**src/hw/rtl/mie_pkg.sv**
```systemverilog
// ----------------------------------------------------------------------------
// mie_pkg
// Shared types and constants for the extended Euclid modular inverse block.
// ----------------------------------------------------------------------------
package mie_pkg;

  // width of every stream field and of the modulus register
  localparam int unsigned FIELD_W = 31;

  // modulus after reset, the prime 1000000000 + 7
  localparam logic [FIELD_W-1:0] MODULUS_RESET = FIELD_W'(1000000000 + 7);

  // sequencer states of the shared divide/accumulate unit
  typedef enum logic [2:0] {
    ST_IDLE,
    ST_STEP,
    ST_UP,
    ST_DOWN,
    ST_FIX,
    ST_NEG,
    ST_DONE
  } state_t;

  // one result beat
  typedef struct packed {
    logic [FIELD_W-1:0] divisor;
    logic [FIELD_W-1:0] inverse;
  } res_t;

endpackage

```
**src/hw/rtl/mie_euclid_core.sv**
```systemverilog
// ----------------------------------------------------------------------------
// mie_euclid_core
// Iterative extended Euclid: one shift/compare/subtract unit computes each
// quotient bit by bit while the Bezout magnitude accumulates alongside.
// ----------------------------------------------------------------------------
module mie_euclid_core #(
  parameter int unsigned WORD_BITS = 31
) (
  input  logic                    clk,
  input  logic                    rst_n,
  input  logic                    start,
  input  logic [WORD_BITS-1:0]    value,
  input  logic [WORD_BITS-1:0]    modulus,
  output logic                    idle,
  output logic                    res_valid,
  input  logic                    res_ack,
  output mie_pkg::res_t           res
);

  localparam int unsigned W = WORD_BITS;

  mie_pkg::state_t state_r, state_nxt;

  // remainder pair, shifted divisor, coefficient pair, shifted coefficient
  logic [W-1:0] r0_r, r0_nxt;
  logic [W-1:0] r1_r, r1_nxt;
  logic [W:0]   d_r, d_nxt;
  logic [W:0]   s0_r, s0_nxt;
  logic [W:0]   s1_r, s1_nxt;
  logic [W:0]   e_r, e_nxt;
  logic         neg_r, neg_nxt;

  // shared unit signals
  logic [W+1:0] d_dbl;
  logic         up_ok;
  logic         ge;
  logic [W-1:0] r0_sub;
  logic [W:0]   s0_add;
  logic         last_bit;
  logic [W:0]   m_ext;

  assign m_ext    = {1'b0, modulus};
  assign d_dbl    = {d_r, 1'b0};
  assign up_ok    = d_dbl <= {2'b00, r0_r};
  assign ge       = d_r <= {1'b0, r0_r};
  assign r0_sub   = ge ? (r0_r - d_r[W-1:0]) : r0_r;
  assign s0_add   = ge ? (s0_r + e_r) : s0_r;
  assign last_bit = d_r == {1'b0, r1_r};

  // state register
  always_ff @(posedge clk) begin
    if (!rst_n) begin
      state_r <= mie_pkg::ST_IDLE;
    end else begin
      state_r <= state_nxt;
    end
  end

  // datapath registers
  always_ff @(posedge clk) begin
    r0_r  <= r0_nxt;
    r1_r  <= r1_nxt;
    d_r   <= d_nxt;
    s0_r  <= s0_nxt;
    s1_r  <= s1_nxt;
    e_r   <= e_nxt;
    neg_r <= neg_nxt;
  end

  // sequencer and shared unit control
  always_comb begin
    state_nxt = state_r;
    r0_nxt    = r0_r;
    r1_nxt    = r1_r;
    d_nxt     = d_r;
    s0_nxt    = s0_r;
    s1_nxt    = s1_r;
    e_nxt     = e_r;
    neg_nxt   = neg_r;
    idle      = 1'b0;
    res_valid = 1'b0;
    case (state_r)
      mie_pkg::ST_IDLE: begin
        idle = 1'b1;
        if (start) begin
          r0_nxt    = value;
          r1_nxt    = modulus;
          s0_nxt    = (W+1)'(1);
          s1_nxt    = '0;
          neg_nxt   = 1'b0;
          state_nxt = mie_pkg::ST_STEP;
        end
      end
      // start a quotient step or finish on a zero remainder
      mie_pkg::ST_STEP: begin
        if (r1_r == '0) begin
          state_nxt = mie_pkg::ST_FIX;
        end else begin
          d_nxt     = {1'b0, r1_r};
          e_nxt     = s1_r;
          state_nxt = mie_pkg::ST_UP;
        end
      end
      // align divisor under the remainder, one bit a cycle
      mie_pkg::ST_UP: begin
        if (up_ok) begin
          d_nxt = d_dbl[W:0];
          e_nxt = {e_r[W-1:0], 1'b0};
        end else begin
          state_nxt = mie_pkg::ST_DOWN;
        end
      end
      // restoring division, accumulate q * s1 into s0
      mie_pkg::ST_DOWN: begin
        if (last_bit) begin
          r0_nxt    = r1_r;
          r1_nxt    = r0_sub;
          s0_nxt    = s1_r;
          s1_nxt    = s0_add;
          neg_nxt   = !neg_r;
          state_nxt = mie_pkg::ST_STEP;
        end else begin
          r0_nxt = r0_sub;
          s0_nxt = s0_add;
          d_nxt  = {1'b0, d_r[W:1]};
          e_nxt  = {1'b0, e_r[W:1]};
        end
      end
      // reduce magnitude below the modulus
      mie_pkg::ST_FIX: begin
        if (modulus == '0) begin
          s0_nxt = '0;
        end else if (s0_r >= m_ext) begin
          s0_nxt = s0_r - m_ext;
        end
        state_nxt = mie_pkg::ST_NEG;
      end
      // apply the sign of the coefficient
      mie_pkg::ST_NEG: begin
        if (neg_r && (s0_r != '0)) begin
          s0_nxt = m_ext - s0_r;
        end
        state_nxt = mie_pkg::ST_DONE;
      end
      mie_pkg::ST_DONE: begin
        res_valid = 1'b1;
        if (res_ack) begin
          state_nxt = mie_pkg::ST_IDLE;
        end
      end
      default: begin
        state_nxt = mie_pkg::ST_IDLE;
      end
    endcase
  end

  assign res.inverse = mie_pkg::FIELD_W'(s0_r[W-1:0]);
  assign res.divisor = mie_pkg::FIELD_W'(r0_r);

`ifndef SYNTHESIS
  // a shifted divisor is never zero while dividing
  a_down_nonzero: assert property (@(posedge clk) disable iff (!rst_n)
    (state_r == mie_pkg::ST_DOWN) |-> (d_r != '0))
    else $error("divisor zero in division phase");

  // the divisor stays fixed while aligning
  a_up_r1_stable: assert property (@(posedge clk) disable iff (!rst_n)
    (state_r == mie_pkg::ST_UP) |=> (r1_r == $past(r1_r)))
    else $error("divisor changed while aligning");

  // a finished inverse lies below a nonzero modulus
  a_done_reduced: assert property (@(posedge clk) disable iff (!rst_n)
    (state_r == mie_pkg::ST_DONE && modulus != '0) |-> (s0_r < m_ext))
    else $error("inverse not reduced");

  // a pending result holds until taken
  a_res_hold: assert property (@(posedge clk) disable iff (!rst_n)
    (res_valid && !res_ack) |=> (res_valid && $stable(res)))
    else $error("result dropped before ack");
`endif

endmodule

```
**src/hw/rtl/modular_inverse_ext_euclid.sv**
```systemverilog
// ----------------------------------------------------------------------------
// modular_inverse_ext_euclid
// Modular inverse and gcd of a stream value against a configured modulus.
//
//  channel  dir  ports                   beat fields (low bit up)
//  in       in   in_tvalid/tready/tdata  value[30:0], pad[31]
//  out      out  out_tvalid/tready/tdata inverse[30:0], divisor[61:31], pad
//  cfg      in   cfg_we/cfg_wdata        modulus[30:0]
//
// One value at a time: each quotient step aligns the divisor and then divides
// bit by bit in the shift/subtract unit, followed by the last check and the
// final reduction and sign fix.
// in_tready rises again once the result moves into the output register,
// so a new value may start while the last result waits on out_tready.
// rst_n is synchronous; modulus resets to 1000000007.
// ----------------------------------------------------------------------------
module modular_inverse_ext_euclid #(
  parameter int unsigned WORD_BITS = 31
) (
  input  logic        clk,
  input  logic        rst_n,
  input  logic        in_tvalid,
  output logic        in_tready,
  input  logic [31:0] in_tdata,   // value[30:0], zero pad[31]
  output logic        out_tvalid,
  input  logic        out_tready,
  output logic [63:0] out_tdata,  // inverse[30:0], divisor[61:31], zero pad
  input  logic        cfg_we,
  input  logic [30:0] cfg_wdata   // modulus[30:0]
);

  logic [mie_pkg::FIELD_W-1:0] modulus_r, modulus_nxt;
  logic                        out_valid_r, out_valid_nxt;
  mie_pkg::res_t               out_data_r, out_data_nxt;

  logic                        core_idle;
  logic                        core_valid;
  logic                        core_ack;
  mie_pkg::res_t               core_res;
  logic                        start;

  // modulus register
  assign modulus_nxt = cfg_we ? cfg_wdata : modulus_r;

  always_ff @(posedge clk) begin
    if (!rst_n) begin
      modulus_r <= mie_pkg::MODULUS_RESET;
    end else begin
      modulus_r <= modulus_nxt;
    end
  end

  // input beat handshake
  assign in_tready = core_idle;
  assign start     = in_tvalid && core_idle;

  mie_euclid_core #(
    .WORD_BITS (WORD_BITS)
  ) u_core (
    .clk       (clk),
    .rst_n     (rst_n),
    .start     (start),
    .value     (WORD_BITS'(in_tdata[mie_pkg::FIELD_W-1:0])),
    .modulus   (WORD_BITS'(modulus_r)),
    .idle      (core_idle),
    .res_valid (core_valid),
    .res_ack   (core_ack),
    .res       (core_res)
  );

  // output register, loads when empty or being drained
  assign core_ack      = core_valid && (!out_valid_r || out_tready);
  assign out_valid_nxt = core_ack || (out_valid_r && !out_tready);
  assign out_data_nxt  = core_ack ? core_res : out_data_r;

  always_ff @(posedge clk) begin
    if (!rst_n) begin
      out_valid_r <= 1'b0;
    end else begin
      out_valid_r <= out_valid_nxt;
    end
  end

  always_ff @(posedge clk) begin
    out_data_r <= out_data_nxt;
  end

  assign out_tvalid = out_valid_r;
  assign out_tdata  = {2'b00, out_data_r.divisor, out_data_r.inverse};

endmodule
```
**config.mk**
```make
export PLATFORM = sky130hd
export DESIGN_NAME = modular_inverse_ext_euclid
export DESIGN_NICKNAME = d
export VERILOG_FILES = /design/src/hw/rtl/mie_pkg.sv /design/src/hw/rtl/mie_euclid_core.sv /design/src/hw/rtl/modular_inverse_ext_euclid.sv
export SDC_FILE = /design/constraint.sdc
export NUM_CORES = 1
export LEC_CHECK = 0
export ABC_AREA = 1
export BUFFER_PORTS_ARGS = -buffer_cell sky130_fd_sc_hd__buf_2
export CAP_MARGIN = 20
export CORE_UTILIZATION = 40
export CTS_CLUSTER_DIAMETER = 150
export DETAILED_ROUTE_END_ITERATION = 8
export HOLD_SLACK_MARGIN = 0.1
export PLACE_DENSITY = 0.53
export SETUP_SLACK_MARGIN = 0.4
export SYNTH_ARGS = -nofsm -noshare
export SYNTH_HDL_FRONTEND = slang
export SYNTH_SLANG_ARGS = --single-unit
```
**constraint.sdc**
```tcl
create_clock -name clk -period 4.59 [get_ports clk]
set_input_delay 0 -clock clk [delete_from_list [all_inputs] [get_ports clk]]
set_output_delay 0 -clock clk [all_outputs]
set_load 0.01 [all_outputs]
```
==> metrics.md <==
| Metric | Value |
|---|---|
| Clock Skew | 0.0361 ns |
| CP Data Arrival Time | 3.90 ns |
| Clock root buffer | clkbuf_16 |
| Synth Area per Inst | 6.86 sq um |
| WHS Endpoint | modulus_r[22] |
| Number of synthesized flops with an enable pin | 253 |
| Die area | 0.0614 sq mm |
| Clk Latency, worst-skew pair | 0.59 ns |
| Fin crit period | 3.66 ns |
| Min-Delay Path Class | in -> reg |
| RSZ-0062 raised after global routing | no |
| Post-synthesis sequential area ratio | 34.3% |
| Worst Slack Setup Final | 0.931 ns |
| Layout cells sized above 1 | 7.69% |
| Vias in the first global route | 22700 |
| Crit share post-route | 79.7% |
| P per Cell Area | 714 mW/mm^2 |
| Worst setup SP type | flip-flop |
| Num CTS Buffers | 38 |
| I/O pin count | 134 |
| Port bufs | 130 |
| Critical Path Max Stage Delay | 0.52 ns |
| CP most frequent cell | nand2_1 |
| Vias | 23100 |
| Crit path cell chain | inv_1, nand2_1, nand2_1, nand3_1, nor2_1, nand2_1, nor2_1, nand2_1, nor2_4, inv_2, nand2_2, buf_4 |
| Syn Std Cell Area | 0.0242 sq mm |
| Initial Utilization | 40.7% |
| Number of synthesized register bits | 288 |
| CP Data Required Time | 4.83 ns |
| FF-to-FF End | u_core.s1_r[22] |
| Final Max Tran Viols | 0 |
| Pleak | 13.9 nW |
| R2r worst-path depth | 12 |
| CTS tree | done |
| DRT Wirelength | 87900 um |
| Fin. Hold Viols | 0 |
| Post-route DRC | 9 |
| Placed Cells | 4358 |
| Clock sink count | 288 |
| Vias per Instance | 5.10 |
| Most common cell in the netlist | nand2_1 |
| Async SR Flop Fraction | 0% |
| Rel. slew slack | 27.8% |
| Total Power | 19.7 mW |
| DR pass1 iterations | 9 |
| Max Buffers Root-to-Sink | 3 |
| Synthesis-to-layout area growth | 14.2% |
| Main flop type after synthesis | edfxtp_1 |
| Grt ovf | 0 |
| Reg-to-reg slack, setup | 0.93 ns |
| Area share of the largest cell type after synthesis | 31.4% |
| Yosys synthesis warning count | 0 |
| Antenna viol nets, final | 0 |
| Most frequent cells after synthesis | 1287 x nand2_1, 549 x inv_1, 262 x nor2_1 |
| First-pass GRT wire length | 133000 um |
| Hold_sp | cfg_wdata[22] |
| Setup violators final | 0 |
| Top area cells in the synthesized netlist | edfxtp_1 31%, nand2_1 20%, ha_1 9.5% |
| Achievable clock frequency | 273 MHz |
| Yosys top cell by area | edfxtp_1 |
| Initial DRC count | 1631 |
| Netlist cell types | 49 |
| Routed len/inst | 19.5 um |
| Crit end category | flip-flop |
| Std-Cell Rows | 89 |
| Largest net degree at the start of global routing | 73 |
| Placer Congestion | 0.979 |
| Post-DP HPWL | 68300 um |
| # resized after CTS | 0 |
| Reg clk slew, reported paths | 0.06 ns |
| Die Ht | 248 um |
| Die width | 248 um |
| TNS Setup | 0 ns |
| R2r startpoint | u_core.d_r[28] |
| Failing checks | design-rule violations |
| Worst slack, placed | 0.960 ns |
| Initial antenna violation count | 1 |
| Worst setup path class | reg -> reg |
| GRT Total Usage | 29.0% |
| CP Max Fanout | 23 |
| Max_cap viols | 0 |
| Nets | 3971 |
| Syn Inst Count | 3520 |
| Core area | 0.0594 sq mm |
| H-tree levels | 2 |
| Status | finished, violations left |
| Cell Count, Final, Fillers Out | 4517 |
| Slew @ Worst Pin | 1.07 ns |
| Peak supply drop | 0.000537 V |
| Hold Path Depth | 3 |
| Slowest CP cell | nand2_2 |
worst max-delay path by stage:
| stage | startpoint | cells after the start | to |
|---|---|---|---|
| 2_1_floorplan | u_core.s0_r[20] | 10 | u_core.s0_r[0] |
| 3_5_place_dp | u_core.d_r[28] | 12 | u_core.s1_r[19] |
| 3_3_place_gp | u_core.d_r[28] | 12 | u_core.s1_r[19] |
| 6_report | u_core.d_r[28] | 12 | u_core.s1_r[22] |
| 4_1_cts | u_core.d_r[28] | 12 | u_core.s1_r[22] |
| 5_1_grt | u_core.d_r[28] | 12 | u_core.s1_r[22] |
metal layers:
layer | routed length, um | vias to the layer above | GRT usage [%]
li1 | - | 11600 | -
met1 | 38100 | 10700 | 36.5
met2 | 41800 | 574 | 49.8
met3 | 3760 | 164 | 2.84
met4 | 4260 | 0 | 13.3
met5 | 0 | - | 0
area by class of cell:
class,count,area [sq um]
clock buffers,50,996
repair buffers,250,1800
well taps,773,967
fillers,6259,31800
flip-flops and latches,288,8300
multi-input cells,2576,13200
clock inverters,18,186
diodes,1,2.50
inverters,561,2110
metrics by stage:
step | util (%) | hold slack [ns] | area (sq um)
after floorplan | - | 0.122 | 24200
after global placement | 43.0 | 0.234 | 25500
final | 46.5 | 0.137 | 27600
after global routing | 46.5 | 0.139 | 27600
after CTS | 46.5 | 0.130 | 27600
after detailed placement | 43.0 | 0.241 | 25500
registers in the layout (all words and copies together) (netlist names):
| signal | count |
|---|---|
| u_core.s0_r | 32 |
| u_core.s1_r | 32 |
| u_core.neg_r | 1 |
| modulus_r | 31 |
| u_core.d_r | 32 |
| u_core.state_r | 3 |
| out_tdata | 62 |
| out_tvalid | 1 |
| u_core.e_r | 32 |
| u_core.r0_r | 31 |
| u_core.r1_r | 31 |
cell usage in the layout, fill, tap and decap left out, types with 11 or more instances in the layout:
cell           count
nand2_1         1286
inv_1            548
nor2_1           261
edfxtp_1         253
nand3_1          215
a21oi_1          193
ha_1             184
o21ai_0          130
buf_2            130
dlygate4sd3_1     90
a22oi_1           46
nand3_2           41
clkbuf_16         38
xnor2_1           35
dfxtp_1           35
nand4_1           28
buf_4             28
xor2_1            27
o21bai_1          20
nor3_1            15
o21ai_1           13
clkbuf_1          12
inv_2             11
cell families (layout without fill, tap and decap cells):
group / Yosys count / after routing / synth area share [%]
buffers and inverters: 657 / 879 / 11.1
DFF: 288 / 288 / 34.3
adders and majority gates: 188 / 188 / 9.86
and+or+nand+nor: 1898 / 1898 / 32.7
xor gates and xnor gates: 62 / 62 / 2.25
AOI/OAI and AO/OA: 426 / 426 / 9.74
other: 1 / 3 / 0.0155
power by group:
part	switching (mW)	internal, mW
combinational	8.14	3.69
sequential	0.932	4.04
clock	1.22	1.70
what timing repair did:
action,4_1_cts,5_1_grt
endpoints found under the setup margin,0,0
hold buffers,90,0
hold endpoints to repair,69,0
setup buffers,0,0
critical path: cells and delay by family (launching register included):
| family | cells | cell delay (ns) |
|---|---|---|
| and+or+nand+nor | 9 | 1.94 |
| DFF | 1 | 0.47 |
| buffers and inverters | 3 | 0.88 |
Note: power is estimated with default switching activity, not from simulation.
